## src/sv/tccs_pkg.sv

```systemverilog
`timescale 1ns / 1ps
// Package for the text console cursor/scroll sequencer.
// Types, codes and fixed widths shared by the interfaces and the modules.
package tccs_pkg;

  // Fixed field widths
  localparam int unsigned CHAR_W  = 8;
  localparam int unsigned CODE_W  = 7;
  localparam int unsigned ACT_W   = 2;
  localparam int unsigned LINE_W  = 10;
  localparam int unsigned COL_W   = 7;
  localparam int unsigned ROW_W   = 6;
  localparam int unsigned ROWS_W  = 7;
  localparam int unsigned PIX_W   = 10;
  localparam int unsigned CFG_W   = 10;
  localparam int unsigned CIDX_W  = 3;
  localparam int unsigned TAB_W   = 4;
  // Modulo unit: dividend is offset plus row line (< 2048), remainder < 1024
  localparam int unsigned DIV_W   = 11;
  localparam int unsigned REM_W   = 10;

  localparam int unsigned TAB_STOP = 8;
  localparam int unsigned MAX_ROWS = 64;

  // Character codes (7-bit)
  localparam logic [CODE_W-1:0] CH_BEL   = 7'h07;
  localparam logic [CODE_W-1:0] CH_BS    = 7'h08;
  localparam logic [CODE_W-1:0] CH_TAB   = 7'h09;
  localparam logic [CODE_W-1:0] CH_LF    = 7'h0a;
  localparam logic [CODE_W-1:0] CH_CR    = 7'h0d;
  localparam logic [CODE_W-1:0] CH_SPACE = 7'h20;
  localparam logic [CODE_W-1:0] CH_TILDE = 7'h7e;

  // Register reset values
  localparam logic [ROWS_W-1:0] RST_TEXT_ROWS = 7'd30;
  localparam logic [COL_W-1:0]  RST_TEXT_COLS = 7'd80;
  localparam logic [PIX_W-1:0]  RST_X_LIMIT   = 10'd752;
  localparam logic [PIX_W-1:0]  RST_Y_LIMIT   = 10'd464;
  localparam logic [LINE_W-1:0] RST_SCAN_BASE = 10'd0;
  localparam logic              RST_BELL      = 1'b1;

  typedef enum logic [CIDX_W-1:0] {
    CFG_TEXT_ROWS = 3'd0,
    CFG_TEXT_COLS = 3'd1,
    CFG_X_LIMIT   = 3'd2,
    CFG_Y_LIMIT   = 3'd3,
    CFG_SCAN_BASE = 3'd4,
    CFG_BELL      = 3'd5
  } cfg_idx_e;

  typedef enum logic [ACT_W-1:0] {
    ACT_DRAW   = 2'd0,
    ACT_CLEAR  = 2'd1,
    ACT_CURSOR = 2'd2,
    ACT_BELL   = 2'd3
  } action_e;

  typedef enum logic [3:0] {
    S_IDLE,
    S_GLYPH,
    S_GMOD,
    S_GEMIT,
    S_LF,
    S_LMOD,
    S_LEMIT,
    S_CURSOR,
    S_BELL
  } state_e;

  // Request to and status from the modulo unit
  typedef struct packed {
    logic             start;
    logic [DIV_W-1:0] dividend;
    logic [DIV_W-1:0] modulus;
  } mod_req_t;

  typedef struct packed {
    logic             busy;
    logic [REM_W-1:0] rem;
  } mod_rsp_t;

endpackage

```

## src/sv/tccs_in_if.sv

```systemverilog
`timescale 1ns / 1ps
// Character input channel: valid/ready handshake with one character byte.
// Depends on tccs_pkg for the field width.
interface tccs_in_if;
  logic                          valid;
  logic                          ready;
  logic [tccs_pkg::CHAR_W-1:0]   char_code;

  modport source (output valid, output char_code, input ready);
  modport sink   (input valid, input char_code, output ready);
endinterface

```

## src/sv/tccs_out_if.sv

```systemverilog
`timescale 1ns / 1ps
// Display command channel: valid/ready handshake with one command per transfer.
// Depends on tccs_pkg for the field widths.
interface tccs_out_if;
  logic                          valid;
  logic                          ready;
  logic [tccs_pkg::ACT_W-1:0]    action;
  logic [tccs_pkg::CODE_W-1:0]   glyph_index;
  logic [tccs_pkg::LINE_W-1:0]   pixel_line;
  logic [tccs_pkg::COL_W-1:0]    column;
  logic [tccs_pkg::PIX_W-1:0]    cursor_x;
  logic [tccs_pkg::PIX_W-1:0]    cursor_y;
  logic                          last;

  modport source (output valid, output action, output glyph_index, output pixel_line,
                  output column, output cursor_x, output cursor_y, output last,
                  input ready);
  modport sink   (input valid, input action, input glyph_index, input pixel_line,
                  input column, input cursor_x, input cursor_y, input last,
                  output ready);
endinterface

```

## src/sv/tccs_mod.sv

```systemverilog
`timescale 1ns / 1ps
// Iterative modulo unit: restoring compare/subtract, one quotient bit a cycle.
// Depends on tccs_pkg for widths and the request/status structs.
module tccs_mod #(
  parameter int unsigned STEPS = 8
) (
  input  logic                clk_i,
  input  logic                rst_ni,
  input  tccs_pkg::mod_req_t  req_i,
  output tccs_pkg::mod_rsp_t  rsp_o
);

  localparam int unsigned DSR_W = tccs_pkg::DIV_W + STEPS - 1;
  localparam int unsigned CNT_W = (STEPS > 2) ? $clog2(STEPS) : 1;

  logic                        busy_q, busy_d;
  logic [CNT_W-1:0]            cnt_q, cnt_d;
  logic [tccs_pkg::DIV_W-1:0]  rem_q, rem_d;
  logic [DSR_W-1:0]            dsr_q, dsr_d;
  logic [DSR_W-1:0]            rem_ext;

  assign rem_ext = {{(STEPS-1){1'b0}}, rem_q};

  // One compare/subtract per cycle against the shifted modulus
  always_comb begin
    busy_d = busy_q;
    cnt_d  = cnt_q;
    rem_d  = rem_q;
    dsr_d  = dsr_q;
    if (req_i.start) begin
      busy_d = 1'b1;
      cnt_d  = CNT_W'(STEPS - 1);
      rem_d  = req_i.dividend;
      dsr_d  = {req_i.modulus, {(STEPS-1){1'b0}}};
    end else if (busy_q) begin
      if (rem_ext >= dsr_q) begin
        rem_d = rem_q - dsr_q[tccs_pkg::DIV_W-1:0];
      end
      dsr_d = dsr_q >> 1;
      if (cnt_q == '0) begin
        busy_d = 1'b0;
      end else begin
        cnt_d = cnt_q - 1'b1;
      end
    end
  end

  always_ff @(posedge clk_i or negedge rst_ni) begin
    if (!rst_ni) begin
      busy_q <= 1'b0;
      cnt_q  <= '0;
    end else begin
      busy_q <= busy_d;
      cnt_q  <= cnt_d;
    end
  end

  always_ff @(posedge clk_i) begin
    rem_q <= rem_d;
    dsr_q <= dsr_d;
  end

  assign rsp_o.busy = busy_q;
  assign rsp_o.rem  = rem_q[tccs_pkg::REM_W-1:0];

endmodule

```

## src/sv/text_console_cursor_scroll.sv

```systemverilog
`timescale 1ns / 1ps
// Text console sequencer: characters in, draw/clear/cursor/bell commands out.
// Depends on tccs_pkg, tccs_in_if, tccs_out_if and tccs_mod.
//
// Usage: characters arrive on in_i (valid/ready); the low 7 bits are decoded.
// Each character produces zero to seventeen commands on out_o, the final one
// flagged with last. The user writes registers through cfg_we_i/cfg_idx_i/cfg_data_i
// only while the block is idle; the block itself does not enforce this. Indexes beyond
// the register list are ignored. One character is in work at a time; in_i.ready is
// high only between items. The shared modulo unit reduces the scan line of a text
// row one quotient bit per cycle, in 12 - clog2(GLYPH_HEIGHT+1) steps (8 at the default),
// for each drawn glyph and for each scroll.
// A single output register holds each command; while the receiver stalls the
// sequencer waits in place and resumes on the next transfer. The next
// character can be accepted while the final command still waits.
// Reset clears the cursor, the scroll offset and loads register defaults.
module text_console_cursor_scroll #(
  parameter int unsigned GLYPH_HEIGHT = 15
) (
  input  logic                            clk_i,
  input  logic                            rst_ni,
  input  logic                            cfg_we_i,
  input  logic [tccs_pkg::CIDX_W-1:0]     cfg_idx_i,
  input  logic [tccs_pkg::CFG_W-1:0]      cfg_data_i,
  tccs_in_if.sink                         in_i,
  tccs_out_if.source                      out_o
);

  localparam int unsigned GH_W   = $clog2(GLYPH_HEIGHT + 1);
  localparam int unsigned STEPS  = 12 - $clog2(GLYPH_HEIGHT + 1);
  localparam int unsigned ROWP_W = tccs_pkg::ROW_W + GH_W;
  localparam int unsigned MP_W   = tccs_pkg::ROWS_W + GH_W;

  // Configuration registers
  logic [tccs_pkg::ROWS_W-1:0] text_rows_q;
  logic [tccs_pkg::COL_W-1:0]  text_cols_q;
  logic [tccs_pkg::PIX_W-1:0]  x_limit_q;
  logic [tccs_pkg::PIX_W-1:0]  y_limit_q;
  logic [tccs_pkg::LINE_W-1:0] scan_base_q;
  logic                        bell_q;

  // Sequencer state
  tccs_pkg::state_e            state_q, state_d;
  logic [tccs_pkg::ROW_W-1:0]  row_q, row_d;
  logic [tccs_pkg::COL_W-1:0]  col_q, col_d;
  logic [tccs_pkg::LINE_W-1:0] off_q, off_d;
  logic [tccs_pkg::TAB_W-1:0]  tab_cnt_q, tab_cnt_d;
  logic [tccs_pkg::CODE_W-1:0] glyph_q, glyph_d;
  logic [tccs_pkg::DIV_W-1:0]  m_q, m_d;

  // Output register
  logic                        out_valid_q, out_valid_d;
  logic [tccs_pkg::ACT_W-1:0]  act_q, act_d;
  logic [tccs_pkg::CODE_W-1:0] oglyph_q, oglyph_d;
  logic [tccs_pkg::LINE_W-1:0] line_q, line_d;
  logic [tccs_pkg::COL_W-1:0]  ocol_q, ocol_d;
  logic [tccs_pkg::PIX_W-1:0]  cx_q, cx_d;
  logic [tccs_pkg::PIX_W-1:0]  cy_q, cy_d;
  logic                        last_q, last_d;

  tccs_pkg::mod_req_t          mod_req;
  tccs_pkg::mod_rsp_t          mod_rsp;

  logic                        in_fire;
  logic                        slot_free;
  logic [tccs_pkg::CODE_W-1:0] code;
  logic [tccs_pkg::ROWS_W-1:0] eff_rows;
  logic [tccs_pkg::ROWS_W-1:0] row_inc;
  logic [ROWP_W-1:0]           row_prod;
  logic [MP_W-1:0]             m_prod;
  logic [tccs_pkg::PIX_W-1:0]  x_raw;
  logic [tccs_pkg::COL_W:0]    col_inc;
  logic [tccs_pkg::DIV_W-1:0]  off_sum;
  logic [tccs_pkg::LINE_W-1:0] rem_line;

  // Configuration writes
  always_ff @(posedge clk_i or negedge rst_ni) begin
    if (!rst_ni) begin
      text_rows_q <= tccs_pkg::RST_TEXT_ROWS;
      text_cols_q <= tccs_pkg::RST_TEXT_COLS;
      x_limit_q   <= tccs_pkg::RST_X_LIMIT;
      y_limit_q   <= tccs_pkg::RST_Y_LIMIT;
      scan_base_q <= tccs_pkg::RST_SCAN_BASE;
      bell_q      <= tccs_pkg::RST_BELL;
    end else if (cfg_we_i) begin
      unique case (tccs_pkg::cfg_idx_e'(cfg_idx_i))
        tccs_pkg::CFG_TEXT_ROWS: text_rows_q <= cfg_data_i[tccs_pkg::ROWS_W-1:0];
        tccs_pkg::CFG_TEXT_COLS: text_cols_q <= cfg_data_i[tccs_pkg::COL_W-1:0];
        tccs_pkg::CFG_X_LIMIT:   x_limit_q   <= cfg_data_i;
        tccs_pkg::CFG_Y_LIMIT:   y_limit_q   <= cfg_data_i;
        tccs_pkg::CFG_SCAN_BASE: scan_base_q <= cfg_data_i;
        tccs_pkg::CFG_BELL:      bell_q      <= cfg_data_i[0];
        default: ;
      endcase
    end
  end

  // Shared modulo unit
  tccs_mod #(
    .STEPS (STEPS)
  ) u_mod (
    .clk_i  (clk_i),
    .rst_ni (rst_ni),
    .req_i  (mod_req),
    .rsp_o  (mod_rsp)
  );

  // Datapath helpers
  assign in_fire   = in_i.valid && in_i.ready;
  assign slot_free = !out_valid_q || out_o.ready;
  assign code      = in_i.char_code[tccs_pkg::CODE_W-1:0];

  // Row count 0 acts as 1, above 64 acts as 64
  always_comb begin
    if (text_rows_q == '0) begin
      eff_rows = tccs_pkg::ROWS_W'(1);
    end else if (text_rows_q > tccs_pkg::ROWS_W'(tccs_pkg::MAX_ROWS)) begin
      eff_rows = tccs_pkg::ROWS_W'(tccs_pkg::MAX_ROWS);
    end else begin
      eff_rows = text_rows_q;
    end
  end

  assign row_inc  = {1'b0, row_q} + 1'b1;
  assign row_prod = ROWP_W'(row_q) * ROWP_W'(GLYPH_HEIGHT);
  assign m_prod   = MP_W'(eff_rows) * MP_W'(GLYPH_HEIGHT);
  assign x_raw    = {col_q, 3'b000};
  assign col_inc  = {1'b0, col_q} + 1'b1;
  assign off_sum  = {1'b0, mod_rsp.rem} + tccs_pkg::DIV_W'(GLYPH_HEIGHT);
  assign rem_line = scan_base_q + mod_rsp.rem;

  // Sequencer: next state and command generation
  always_comb begin
    state_d     = state_q;
    row_d       = row_q;
    col_d       = col_q;
    off_d       = off_q;
    tab_cnt_d   = tab_cnt_q;
    glyph_d     = glyph_q;
    m_d         = m_q;
    out_valid_d = out_valid_q && !out_o.ready;
    act_d       = act_q;
    oglyph_d    = oglyph_q;
    line_d      = line_q;
    ocol_d      = ocol_q;
    cx_d        = cx_q;
    cy_d        = cy_q;
    last_d      = last_q;
    mod_req.start    = 1'b0;
    mod_req.dividend = {1'b0, off_q} + {1'b0, row_prod[tccs_pkg::LINE_W-1:0]};
    mod_req.modulus  = m_q;

    unique case (state_q)
      tccs_pkg::S_IDLE: begin
        if (in_fire) begin
          m_d = m_prod[tccs_pkg::DIV_W-1:0];
          unique case (code)
            tccs_pkg::CH_TAB: begin
              tab_cnt_d = tccs_pkg::TAB_W'(tccs_pkg::TAB_STOP) - {1'b0, col_q[2:0]};
              glyph_d   = '0;
              state_d   = tccs_pkg::S_GLYPH;
            end
            tccs_pkg::CH_CR: begin
              col_d   = '0;
              state_d = tccs_pkg::S_CURSOR;
            end
            tccs_pkg::CH_BS: begin
              if (col_q != '0) begin
                col_d = col_q - 1'b1;
              end
              state_d = tccs_pkg::S_CURSOR;
            end
            tccs_pkg::CH_LF: begin
              tab_cnt_d = '0;
              state_d   = tccs_pkg::S_LF;
            end
            tccs_pkg::CH_BEL: begin
              state_d = bell_q ? tccs_pkg::S_BELL : tccs_pkg::S_IDLE;
            end
            default: begin
              if (code >= tccs_pkg::CH_SPACE && code <= tccs_pkg::CH_TILDE) begin
                tab_cnt_d = tccs_pkg::TAB_W'(1);
                glyph_d   = code - tccs_pkg::CH_SPACE;
                state_d   = tccs_pkg::S_GLYPH;
              end else begin
                state_d = tccs_pkg::S_CURSOR;
              end
            end
          endcase
        end
      end

      // Scan line of the cursor row
      tccs_pkg::S_GLYPH: begin
        mod_req.start = 1'b1;
        state_d       = tccs_pkg::S_GMOD;
      end

      tccs_pkg::S_GMOD: begin
        if (!mod_rsp.busy) begin
          state_d = tccs_pkg::S_GEMIT;
        end
      end

      tccs_pkg::S_GEMIT: begin
        if (slot_free) begin
          out_valid_d = 1'b1;
          act_d       = tccs_pkg::ACT_DRAW;
          oglyph_d    = glyph_q;
          line_d      = rem_line;
          ocol_d      = col_q;
          cx_d        = '0;
          cy_d        = '0;
          last_d      = 1'b0;
          tab_cnt_d   = tab_cnt_q - 1'b1;
          if (col_inc >= {1'b0, text_cols_q} || col_inc[tccs_pkg::COL_W]) begin
            col_d   = '0;
            state_d = tccs_pkg::S_LF;
          end else begin
            col_d   = col_inc[tccs_pkg::COL_W-1:0];
            state_d = (tab_cnt_q > tccs_pkg::TAB_W'(1)) ? tccs_pkg::S_GLYPH
                                                        : tccs_pkg::S_CURSOR;
          end
        end
      end

      // Linefeed: scroll at the bottom row, else step down
      tccs_pkg::S_LF: begin
        if (row_inc >= eff_rows) begin
          mod_req.start    = 1'b1;
          mod_req.dividend = {1'b0, off_q};
          state_d          = tccs_pkg::S_LMOD;
        end else begin
          row_d   = row_inc[tccs_pkg::ROW_W-1:0];
          state_d = (tab_cnt_q != '0) ? tccs_pkg::S_GLYPH : tccs_pkg::S_CURSOR;
        end
      end

      tccs_pkg::S_LMOD: begin
        if (!mod_rsp.busy) begin
          state_d = tccs_pkg::S_LEMIT;
        end
      end

      tccs_pkg::S_LEMIT: begin
        if (slot_free) begin
          out_valid_d = 1'b1;
          act_d       = tccs_pkg::ACT_CLEAR;
          oglyph_d    = '0;
          line_d      = rem_line;
          ocol_d      = '0;
          cx_d        = '0;
          cy_d        = '0;
          last_d      = 1'b0;
          if (off_sum >= m_q) begin
            off_d = tccs_pkg::LINE_W'(off_sum - m_q);
          end else begin
            off_d = off_sum[tccs_pkg::LINE_W-1:0];
          end
          state_d = (tab_cnt_q != '0) ? tccs_pkg::S_GLYPH : tccs_pkg::S_CURSOR;
        end
      end

      // Clamped cursor position closes the character
      tccs_pkg::S_CURSOR: begin
        if (slot_free) begin
          out_valid_d = 1'b1;
          act_d       = tccs_pkg::ACT_CURSOR;
          oglyph_d    = '0;
          line_d      = '0;
          ocol_d      = '0;
          cx_d        = (x_raw > x_limit_q) ? x_limit_q : x_raw;
          cy_d        = (row_prod[tccs_pkg::PIX_W-1:0] > y_limit_q) ? y_limit_q
                                                                    : row_prod[tccs_pkg::PIX_W-1:0];
          last_d      = 1'b1;
          state_d     = tccs_pkg::S_IDLE;
        end
      end

      tccs_pkg::S_BELL: begin
        if (slot_free) begin
          out_valid_d = 1'b1;
          act_d       = tccs_pkg::ACT_BELL;
          oglyph_d    = '0;
          line_d      = '0;
          ocol_d      = '0;
          cx_d        = '0;
          cy_d        = '0;
          last_d      = 1'b1;
          state_d     = tccs_pkg::S_IDLE;
        end
      end

      default: state_d = tccs_pkg::S_IDLE;
    endcase
  end

  // Control registers
  always_ff @(posedge clk_i or negedge rst_ni) begin
    if (!rst_ni) begin
      state_q     <= tccs_pkg::S_IDLE;
      row_q       <= '0;
      col_q       <= '0;
      off_q       <= '0;
      tab_cnt_q   <= '0;
      out_valid_q <= 1'b0;
    end else begin
      state_q     <= state_d;
      row_q       <= row_d;
      col_q       <= col_d;
      off_q       <= off_d;
      tab_cnt_q   <= tab_cnt_d;
      out_valid_q <= out_valid_d;
    end
  end

  // Payload registers
  always_ff @(posedge clk_i) begin
    glyph_q  <= glyph_d;
    m_q      <= m_d;
    act_q    <= act_d;
    oglyph_q <= oglyph_d;
    line_q   <= line_d;
    ocol_q   <= ocol_d;
    cx_q     <= cx_d;
    cy_q     <= cy_d;
    last_q   <= last_d;
  end

  assign in_i.ready        = (state_q == tccs_pkg::S_IDLE);
  assign out_o.valid       = out_valid_q;
  assign out_o.action      = act_q;
  assign out_o.glyph_index = oglyph_q;
  assign out_o.pixel_line  = line_q;
  assign out_o.column      = ocol_q;
  assign out_o.cursor_x    = cx_q;
  assign out_o.cursor_y    = cy_q;
  assign out_o.last        = last_q;

`ifndef SYNTHESIS
  // Modulo unit only runs while the sequencer waits on it
  a_mod_busy_state: assert property (@(posedge clk_i) disable iff (!rst_ni)
    mod_rsp.busy |-> (state_q == tccs_pkg::S_GMOD || state_q == tccs_pkg::S_LMOD))
    else $error("modulo unit busy outside a wait state");

  // A glyph is only started with spaces or a character left to draw
  a_glyph_count: assert property (@(posedge clk_i) disable iff (!rst_ni)
    (state_q == tccs_pkg::S_GLYPH) |-> (tab_cnt_q != '0))
    else $error("glyph started with empty count");

  // Only cursor and bell commands close a character
  a_last_kind: assert property (@(posedge clk_i) disable iff (!rst_ni)
    (out_valid_q && last_q) |->
      (act_q == tccs_pkg::ACT_CURSOR || act_q == tccs_pkg::ACT_BELL))
    else $error("last flag on a draw or clear command");

  // A new command is loaded only when the output slot is free
  a_no_overwrite: assert property (@(posedge clk_i) disable iff (!rst_ni)
    (out_valid_q && !out_o.ready) |=> ($stable(act_q) && $stable(line_q) && out_valid_q))
    else $error("pending command overwritten");
`endif

endmodule

```

## src/flat_wrapper.sv

```systemverilog
// flat-port wrapper written by rule: the top's interface ports become plain ports
module text_console_cursor_scroll_flat 
#(
  parameter int unsigned GLYPH_HEIGHT = 15
)
  (clk_i, rst_ni, cfg_we_i, cfg_idx_i, cfg_data_i, in_i_valid, in_i_char_code, in_i_ready, out_o_valid, out_o_action, out_o_glyph_index, out_o_pixel_line, out_o_column, out_o_cursor_x, out_o_cursor_y, out_o_last, out_o_ready);
  tccs_in_if in_i_i ();
  tccs_out_if out_o_i ();
  input  logic clk_i;
  input  logic rst_ni;
  input  logic cfg_we_i;
  input  logic [tccs_pkg::CIDX_W-1:0] cfg_idx_i;
  input  logic [tccs_pkg::CFG_W-1:0] cfg_data_i;
  input wire logic [$bits(in_i_i.valid)-1:0] in_i_valid;
  input wire logic [$bits(in_i_i.char_code)-1:0] in_i_char_code;
  output wire logic [$bits(in_i_i.ready)-1:0] in_i_ready;
  output wire logic [$bits(out_o_i.valid)-1:0] out_o_valid;
  output wire logic [$bits(out_o_i.action)-1:0] out_o_action;
  output wire logic [$bits(out_o_i.glyph_index)-1:0] out_o_glyph_index;
  output wire logic [$bits(out_o_i.pixel_line)-1:0] out_o_pixel_line;
  output wire logic [$bits(out_o_i.column)-1:0] out_o_column;
  output wire logic [$bits(out_o_i.cursor_x)-1:0] out_o_cursor_x;
  output wire logic [$bits(out_o_i.cursor_y)-1:0] out_o_cursor_y;
  output wire logic [$bits(out_o_i.last)-1:0] out_o_last;
  input wire logic [$bits(out_o_i.ready)-1:0] out_o_ready;
  assign in_i_i.valid = in_i_valid;
  assign in_i_i.char_code = in_i_char_code;
  assign in_i_ready = in_i_i.ready;
  assign out_o_valid = out_o_i.valid;
  assign out_o_action = out_o_i.action;
  assign out_o_glyph_index = out_o_i.glyph_index;
  assign out_o_pixel_line = out_o_i.pixel_line;
  assign out_o_column = out_o_i.column;
  assign out_o_cursor_x = out_o_i.cursor_x;
  assign out_o_cursor_y = out_o_i.cursor_y;
  assign out_o_last = out_o_i.last;
  assign out_o_i.ready = out_o_ready;
  text_console_cursor_scroll #(.GLYPH_HEIGHT(GLYPH_HEIGHT)) u_core (.clk_i(clk_i), .rst_ni(rst_ni), .cfg_we_i(cfg_we_i), .cfg_idx_i(cfg_idx_i), .cfg_data_i(cfg_data_i), .in_i(in_i_i), .out_o(out_o_i));
endmodule
```

## config.mk

```make
export PLATFORM = sky130hd
export DESIGN_NAME = text_console_cursor_scroll_flat
export DESIGN_NICKNAME = d
export VERILOG_FILES = /design/src/sv/tccs_pkg.sv /design/src/sv/tccs_in_if.sv /design/src/sv/tccs_out_if.sv /design/src/sv/tccs_mod.sv /design/src/sv/text_console_cursor_scroll.sv /design/src/flat_wrapper.sv
export SDC_FILE = /design/constraint.sdc
export NUM_CORES = 1
export LEC_CHECK = 0
export BUFFER_PORTS_ARGS = -buffer_cell sky130_fd_sc_hd__buf_2
export CORE_ASPECT_RATIO = 1.2
export CORE_MARGIN = 2
export CORE_UTILIZATION = 60
export DETAILED_ROUTE_END_ITERATION = 6
export PLACE_DENSITY_LB_ADDON = 0.1
export RECOVER_POWER = 50
export REMOVE_ABC_BUFFERS = 1
export SYNTH_ARGS = -nofsm -noshare
export SYNTH_HDL_FRONTEND = slang
export SYNTH_SLANG_ARGS = --single-unit
```

## constraint.sdc

```tcl
create_clock -name clk_i -period 6.23 [get_ports clk_i]
set_input_delay 1.246 -clock clk_i [delete_from_list [all_inputs] [get_ports clk_i]]
set_output_delay 1.246 -clock clk_i [all_outputs]
set_load 0.01 [all_outputs]
```

-- Word level (Yosys, flattened, before mapping)
Index checks and enable logic that the tools add are counted.
- bits in registers: 175
- latch bits: 0
- memory bits (writable): 0
- ROM bits: 0
- word-level logic and storage cells: 202
- memories: 0
- $add $sub $neg: 12
- $mul: 2
- div/mod/pow operators: 0
- order comparisons: 10
- equal/unequal tests: 34
- shift-type cells: 0
- multiplexer cells: 68
- bitwise operators: 2
- reductions and logical operators: 48
- operator list (kind ; number):
    10-bit 2-to-1 mux ; 7
    7-bit 2-to-1 mux ; 10
    7-bit case mux with 2 select lines ; 5
    10-bit case mux with 2 select lines ; 3
    4-bit 2-to-1 mux ; 12
    11-bit 2-to-1 mux ; 4
    18-bit 2-to-1 mux ; 2
    4-bit case mux with 8 select lines ; 1
    7-bit by 4-bit == test with 1-bit output (second input constant) ; 4
    2-bit AND reduction ; 11
    10-bit > comparator ; 2
    11-bit by 18-bit >= comparator with 1-bit output ; 1
    3-bit 2-to-1 mux ; 6
    2-bit by 1-bit inequality test with 1-bit output (second input constant) ; 9
    4-bit by 3-bit == test with 1-bit output (second input constant) ; 4
    4-bit case mux with 4 select lines ; 1
    5-bit AND reduction ; 3
    2-bit nonzero test ; 7
    12-bit 2-to-1 mux ; 1
    4-bit case mux with 3 select lines ; 1
    10-bit by 10-bit adder with 11-bit output ; 1
    10-bit by 4-bit adder with 11-bit output (second input constant) ; 1
    11-bit >= comparator ; 1
    7-bit by 4-bit multiplier with 11-bit output (second input constant) ; 1
    47 further kinds ; 78

-- Depth between registers and ports, before layout
- depth in word-level cells: 8
- depth in mapped cells: 19
- depth with buffers taken out: 18

-- Cells and area by module
A second synthesis with hierarchy kept.
- cell total of the unflattened synthesis: 1230
- area total of the unflattened synthesis: 12259.3 um^2
- modules (own cells, without submodules) (module ; instances ; cells each ; area each (um^2) ; seq. area each (um^2)):
    text_console_cursor_scroll ; 1 ; 1023 ; 10237.3 ; 3898.7
    tccs_mod ; 1 ; 207 ; 2021.9 ; 900.9

-- Least setup slack after synthesis
No wires, ideal clock.
- kind: register to register
- from: reg u_core.row_q[3] (netlist name)
- to: reg u_core.cy_q, in the netlist u_core.out_o.cursor_y[3], data pin
- arrival: 4532 ps
- required time: 6062 ps
- slack: 1530 ps
- cell stages (with the launch flop): 19
- buffers on the path: 1
- period minus slack after synthesis: 4700 ps
- cells stage by stage: dfrtp_1 > inv_1 > fa_1 > fa_1 > inv_1 > ha_1 > nor2b_1 > o21ai_0 > a21boi_0 > or4b_1 > nand4_1 > ha_1 > a21o_1 > a21oi_1 > nor4b_4 > or2_2 > buf_4 > nor2_1 > a211oi_1
- longest elaborated chain between the ends: 5
- ends and longest elaborated chain (element ; RTL line ; text):
    from (decl) ; text_console_cursor_scroll.sv:44 ; logic [tccs_pkg::ROW_W-1:0] row_q, row_d;
    from (signal assigned) ; text_console_cursor_scroll.sv:309 ; row_q <= row_d;
    6-bit by 4-bit multiplier with 10-bit output (*) ; text_console_cursor_scroll.sv:125 ; assign row_prod = ROWP_W'(row_q) * ROWP_W'(GLYPH_HEIGHT);
    10-bit > comparator ; text_console_cursor_scroll.sv:273 ; cy_d = (row_prod[tccs_pkg::PIX_W-1:0] > y_limit_q) ? y_limit_q
    10-bit 2-to-1 mux (*) ; text_console_cursor_scroll.sv:273 ;
    10-bit 2-to-1 mux (*) ; text_console_cursor_scroll.sv:266 ; if (slot_free) begin
    10-bit case mux with 2 select lines (*) ; text_console_cursor_scroll.sv:153 ; unique case (state_q)
    to (signal assigned) ; text_console_cursor_scroll.sv:326 ; cy_q <= cy_d;
    to (decl) ; text_console_cursor_scroll.sv:58 ; logic [tccs_pkg::PIX_W-1:0] cy_q, cy_d;
Every way passes the cells marked *; elsewhere a longest branch is shown, timed or not. The select of a mux whose other input is x is not followed.
A chain may end at the register's enable or synchronous reset.

-- Worst setup path after layout
- from: reg u_core.row_q[3] (netlist name)
- to: reg u_core.cy_q, in the netlist u_core.out_o.cursor_y[0], data pin
- longest elaborated chain between the ends: 5
- ends and longest elaborated chain (element ; RTL line):
    6-bit by 4-bit multiplier with 10-bit output ; text_console_cursor_scroll.sv:125
    10-bit > comparator ; text_console_cursor_scroll.sv:273
    10-bit 2-to-1 mux ; text_console_cursor_scroll.sv:273
    10-bit 2-to-1 mux ; text_console_cursor_scroll.sv:266
    10-bit case mux with 2 select lines ; text_console_cursor_scroll.sv:153
Every way passes these cells. The select of a mux whose other input is x is not followed.

==> key figures <==
Setup path
  • Buf+Inv Stages, Crit Path: 2
  • Critical path's top delay family: adder cells
  • Worst-path fanout max: 11
  • WP data required: 6420 ps
  • Largest stage delay, worst path: 800 ps
  • Crit-path cells: inv_1, fa_1, fa_1, inv_1, ha_1, nor2b_1, o21ai_0, a21boi_0, or4b_1, nand4_1, ha_1, nand3_1, o31ai_1, or2_2, mux2i_1, nor2_1
  • Crit Path Category: reg2reg
  • Crit end category: flop
  • Crit path DAT: 5440 ps
  • Nature of the critical path startpoint: flop
  • Crit-path slowest cell: o31ai_1

Drt
  • WL/cell: 17.7 microns
  • First DRT Iteration DRCs: 487
  • DRT antenna net count: 0
  • Via density per instance: 5.83
  • DR vias: 8628
  • Total Routed Length: 26.2 mm
  • Pre-antenna DRT Iters: 6
  • Drt drc: 0

Placed design
  • Dpl hpwl: 19.9 mm
  • Placed insts: 1449
  • Area post-placement: 12200 sq um
  • PortBufs: 73
  • GPL Wtd Cong: 0.900

Power
  • Total power: 6840 uW
  • Maximum vdd drop: 333 uV
  • Leak Pwr: 0.00564 uW
  • P per Cell Area: 537 nW/um^2

Floorplan
  • Die W: 131 microns
  • CORE AREA: 18900 sq um
  • Die height: 157 microns
  • Die ar.: 20500 sq um
  • Initial Util: 0.614
  • Num rows: 55
  • IO Pins: 75

Yosys
  • Register bit count reported by yosys: 175
  • YS warnings: 0
  • Synth Cell Area: 11600 sq um
  • Asr flop ratio synth: 0.463
  • Seq/Total Area, Yosys: 0.413
  • Mean Syn Cell Area: 10.1 sq um
  • Netlist cell types: 77
  • Post-synth top flop: edfxtp_1
  • Count of flip-flops with a built-in enable after synthesis: 87
  • Mapped Cells: 1153

STA
  • Clock skew: 10.9 ps
  • Worst-Margin Slew: 1210 ps
  • Setup TNS Final: 0 ps
  • Slew headroom: 0.187
  • RSZ-0062 raised after global routing: no
  • Hold Vio Cnt, Final: 0
  • Final Cycle Share: 0.843
  • Tmin final: 5250 ps
  • Achievable frequency: 0.190 GHz
  • Setup Viol. Count Final: 0
  • Fin. max-slew vios: 0

Layout
  • Finished Layout Cells: 1481
  • Nets: 1375
  • Final core utilization: 0.674
  • Number of fill cells: 1553
  • P&R area growth vs syn: 9.62%
  • Most common cell after layout, fill and taps aside: ha_1
  • Number of diodes: 0
  • Share of cells above drive strength 1: 0.0988
  • Post-route cell area: 12700 sq um
  • Most frequent cells in the layout: ha_1, inv_1, edfxtp_1

Global routing
  • Gr usage total: 0.272
  • Number of global-route vias before repair: 8622
  • Largest net degree at the start of global routing: 69
  • Total gr overflow: 0
  • First-pass GRT wire length: 43.0 mm
  • Initial antenna violation count: 0

Clock network
  • Clk_lat worst skew: 440 ps
  • CTS tree: yes
  • # hold bufs at CTS: 0
  • Root Driver: clkbuf_16
  • Clock sinks: 175
  • # resized after CTS: 0
  • Clk slew on worst S/H paths: 80 ps
  • H-tree levels: 4
  • CTS Buffer Depth: 2
  • TritonCTS Buffers: 17
  • Number of post-CTS setup repair buffers: 0

Job
  • Max Cap Viol: 0

Min path
  • HP Class: reg2reg

Outcome
  • Status: complete, no violations
## logic make-up after synthesis
| group | after synthesis | synth area share |
|---|---|---|
| flip-flops | 175 | 0.413 |
| multiplexers | 55 | 0.0506 |
| XOR/XNOR | 61 | 0.0459 |
| AND/OR/NAND/NOR | 334 | 0.145 |
| buffers and inverters | 141 | 0.0483 |
| AO/OA/AOI/OAI | 250 | 0.135 |
| adder cells (fa/ha/maj) | 137 | 0.163 |
## final timing paths
check | from | end | slack (ps) | depth (start not counted)
min in group asynchronous | rst_ni | u_core.u_mod.cnt_q[2] | 890 | 1
worst max-delay path | u_core.row_q[3] | u_core.out_o.cursor_y[0] | 980 | 16
worst min-delay path | u_core.text_cols_q[4] | u_core.text_cols_q[4] | 510 | 2
worst min register to register | u_core.text_cols_q[4] | u_core.text_cols_q[4] | 510 | 2
worst max register to register | u_core.row_q[3] | u_core.out_o.cursor_y[0] | 980 | 16
max in group asynchronous | rst_ni | u_core.scan_base_q[6] | 3890 | 2
## tightest hold or removal path, cell delays in order, from the launching register on
cell and delay, ps:
dfstp_2 370, inv_1 60, o21ai_0 80
## synth_stat cells (all sizes together) (11+ instances only)
master	instances	area, sq um
nor2	87	334
clkbuf	22	82.6
buf	18	100
mux2	30	338
a211oi	11	87.6
xor2	22	193
edfxtp	87	2610
nand2	82	308
xnor2	39	342
inv	100	375
nand3	28	140
dfrtp	65	1630
fa	24	480
a21oi	65	325
nor2b	17	114
ha	113	1410
and2	19	119
o21ai	84	424
mux2i	25	250
dfstp	16	420
nand2b	18	113
nor3	28	150
a21o	12	90.1
## registers in the layout, summed over array words and instances, names as in the netlist, 2 cells and up
name                      count
u_core.y_limit_q             10
u_core.out_o.glyph_index      7
u_core.u_mod.dsr_q           18
u_core.text_cols_q            7
u_core.out_o.cursor_y        10
u_core.glyph_q                7
u_core.u_mod.cnt_q            3
u_core.tab_cnt_q              4
u_core.out_o.pixel_line      10
u_core.u_mod.rem_q           11
u_core.out_o.column           7
u_core.out_o.cursor_x        10
u_core.off_q                 10
u_core.state_q                4
u_core.out_o.action           2
u_core.m_q                   11
u_core.text_rows_q            7
u_core.row_q                  6
u_core.col_q                  7
u_core.x_limit_q             10
u_core.scan_base_q           10
## report_power, final
group / internal [uW] / leakage [uW] / total [uW] / switching [uW]
combinational: 1460 / 0.00346 / 3520 / 2050
sequential: 1820 / 0.00187 / 2190 / 377
clock: 589 / 0.000307 / 1130 / 542
## per-layer routing
layer	vias up	GRT usage	routed length, microns
li1	4209	-	-
met1	4141	0.338	11000
met2	214	0.457	13100
met3	64	0.0458	1000
met4	0	0.130	1140
met5	-	0	0
## layout make-up
type                            count  area (sq um)  share of cell area
Clock buffer                       17           425              0.0334
Clock inverter                     15           215              0.0169
Inverter                          101           379              0.0297
Multi-Input combinational cell    837          6260               0.491
Sequential cell                   175          4800               0.377
Tap cell                          256           320              0.0251
Timing Repair Buffer               80           343              0.0269
## through the flow
step	hold WS [ps]	setup slack [ps]
floorplan	467	1460
global placement	489	1080
detailed placement	497	978
CTS	510	979
global route	529	573
finish	507	977
Power figures use the tool's default switching activity.
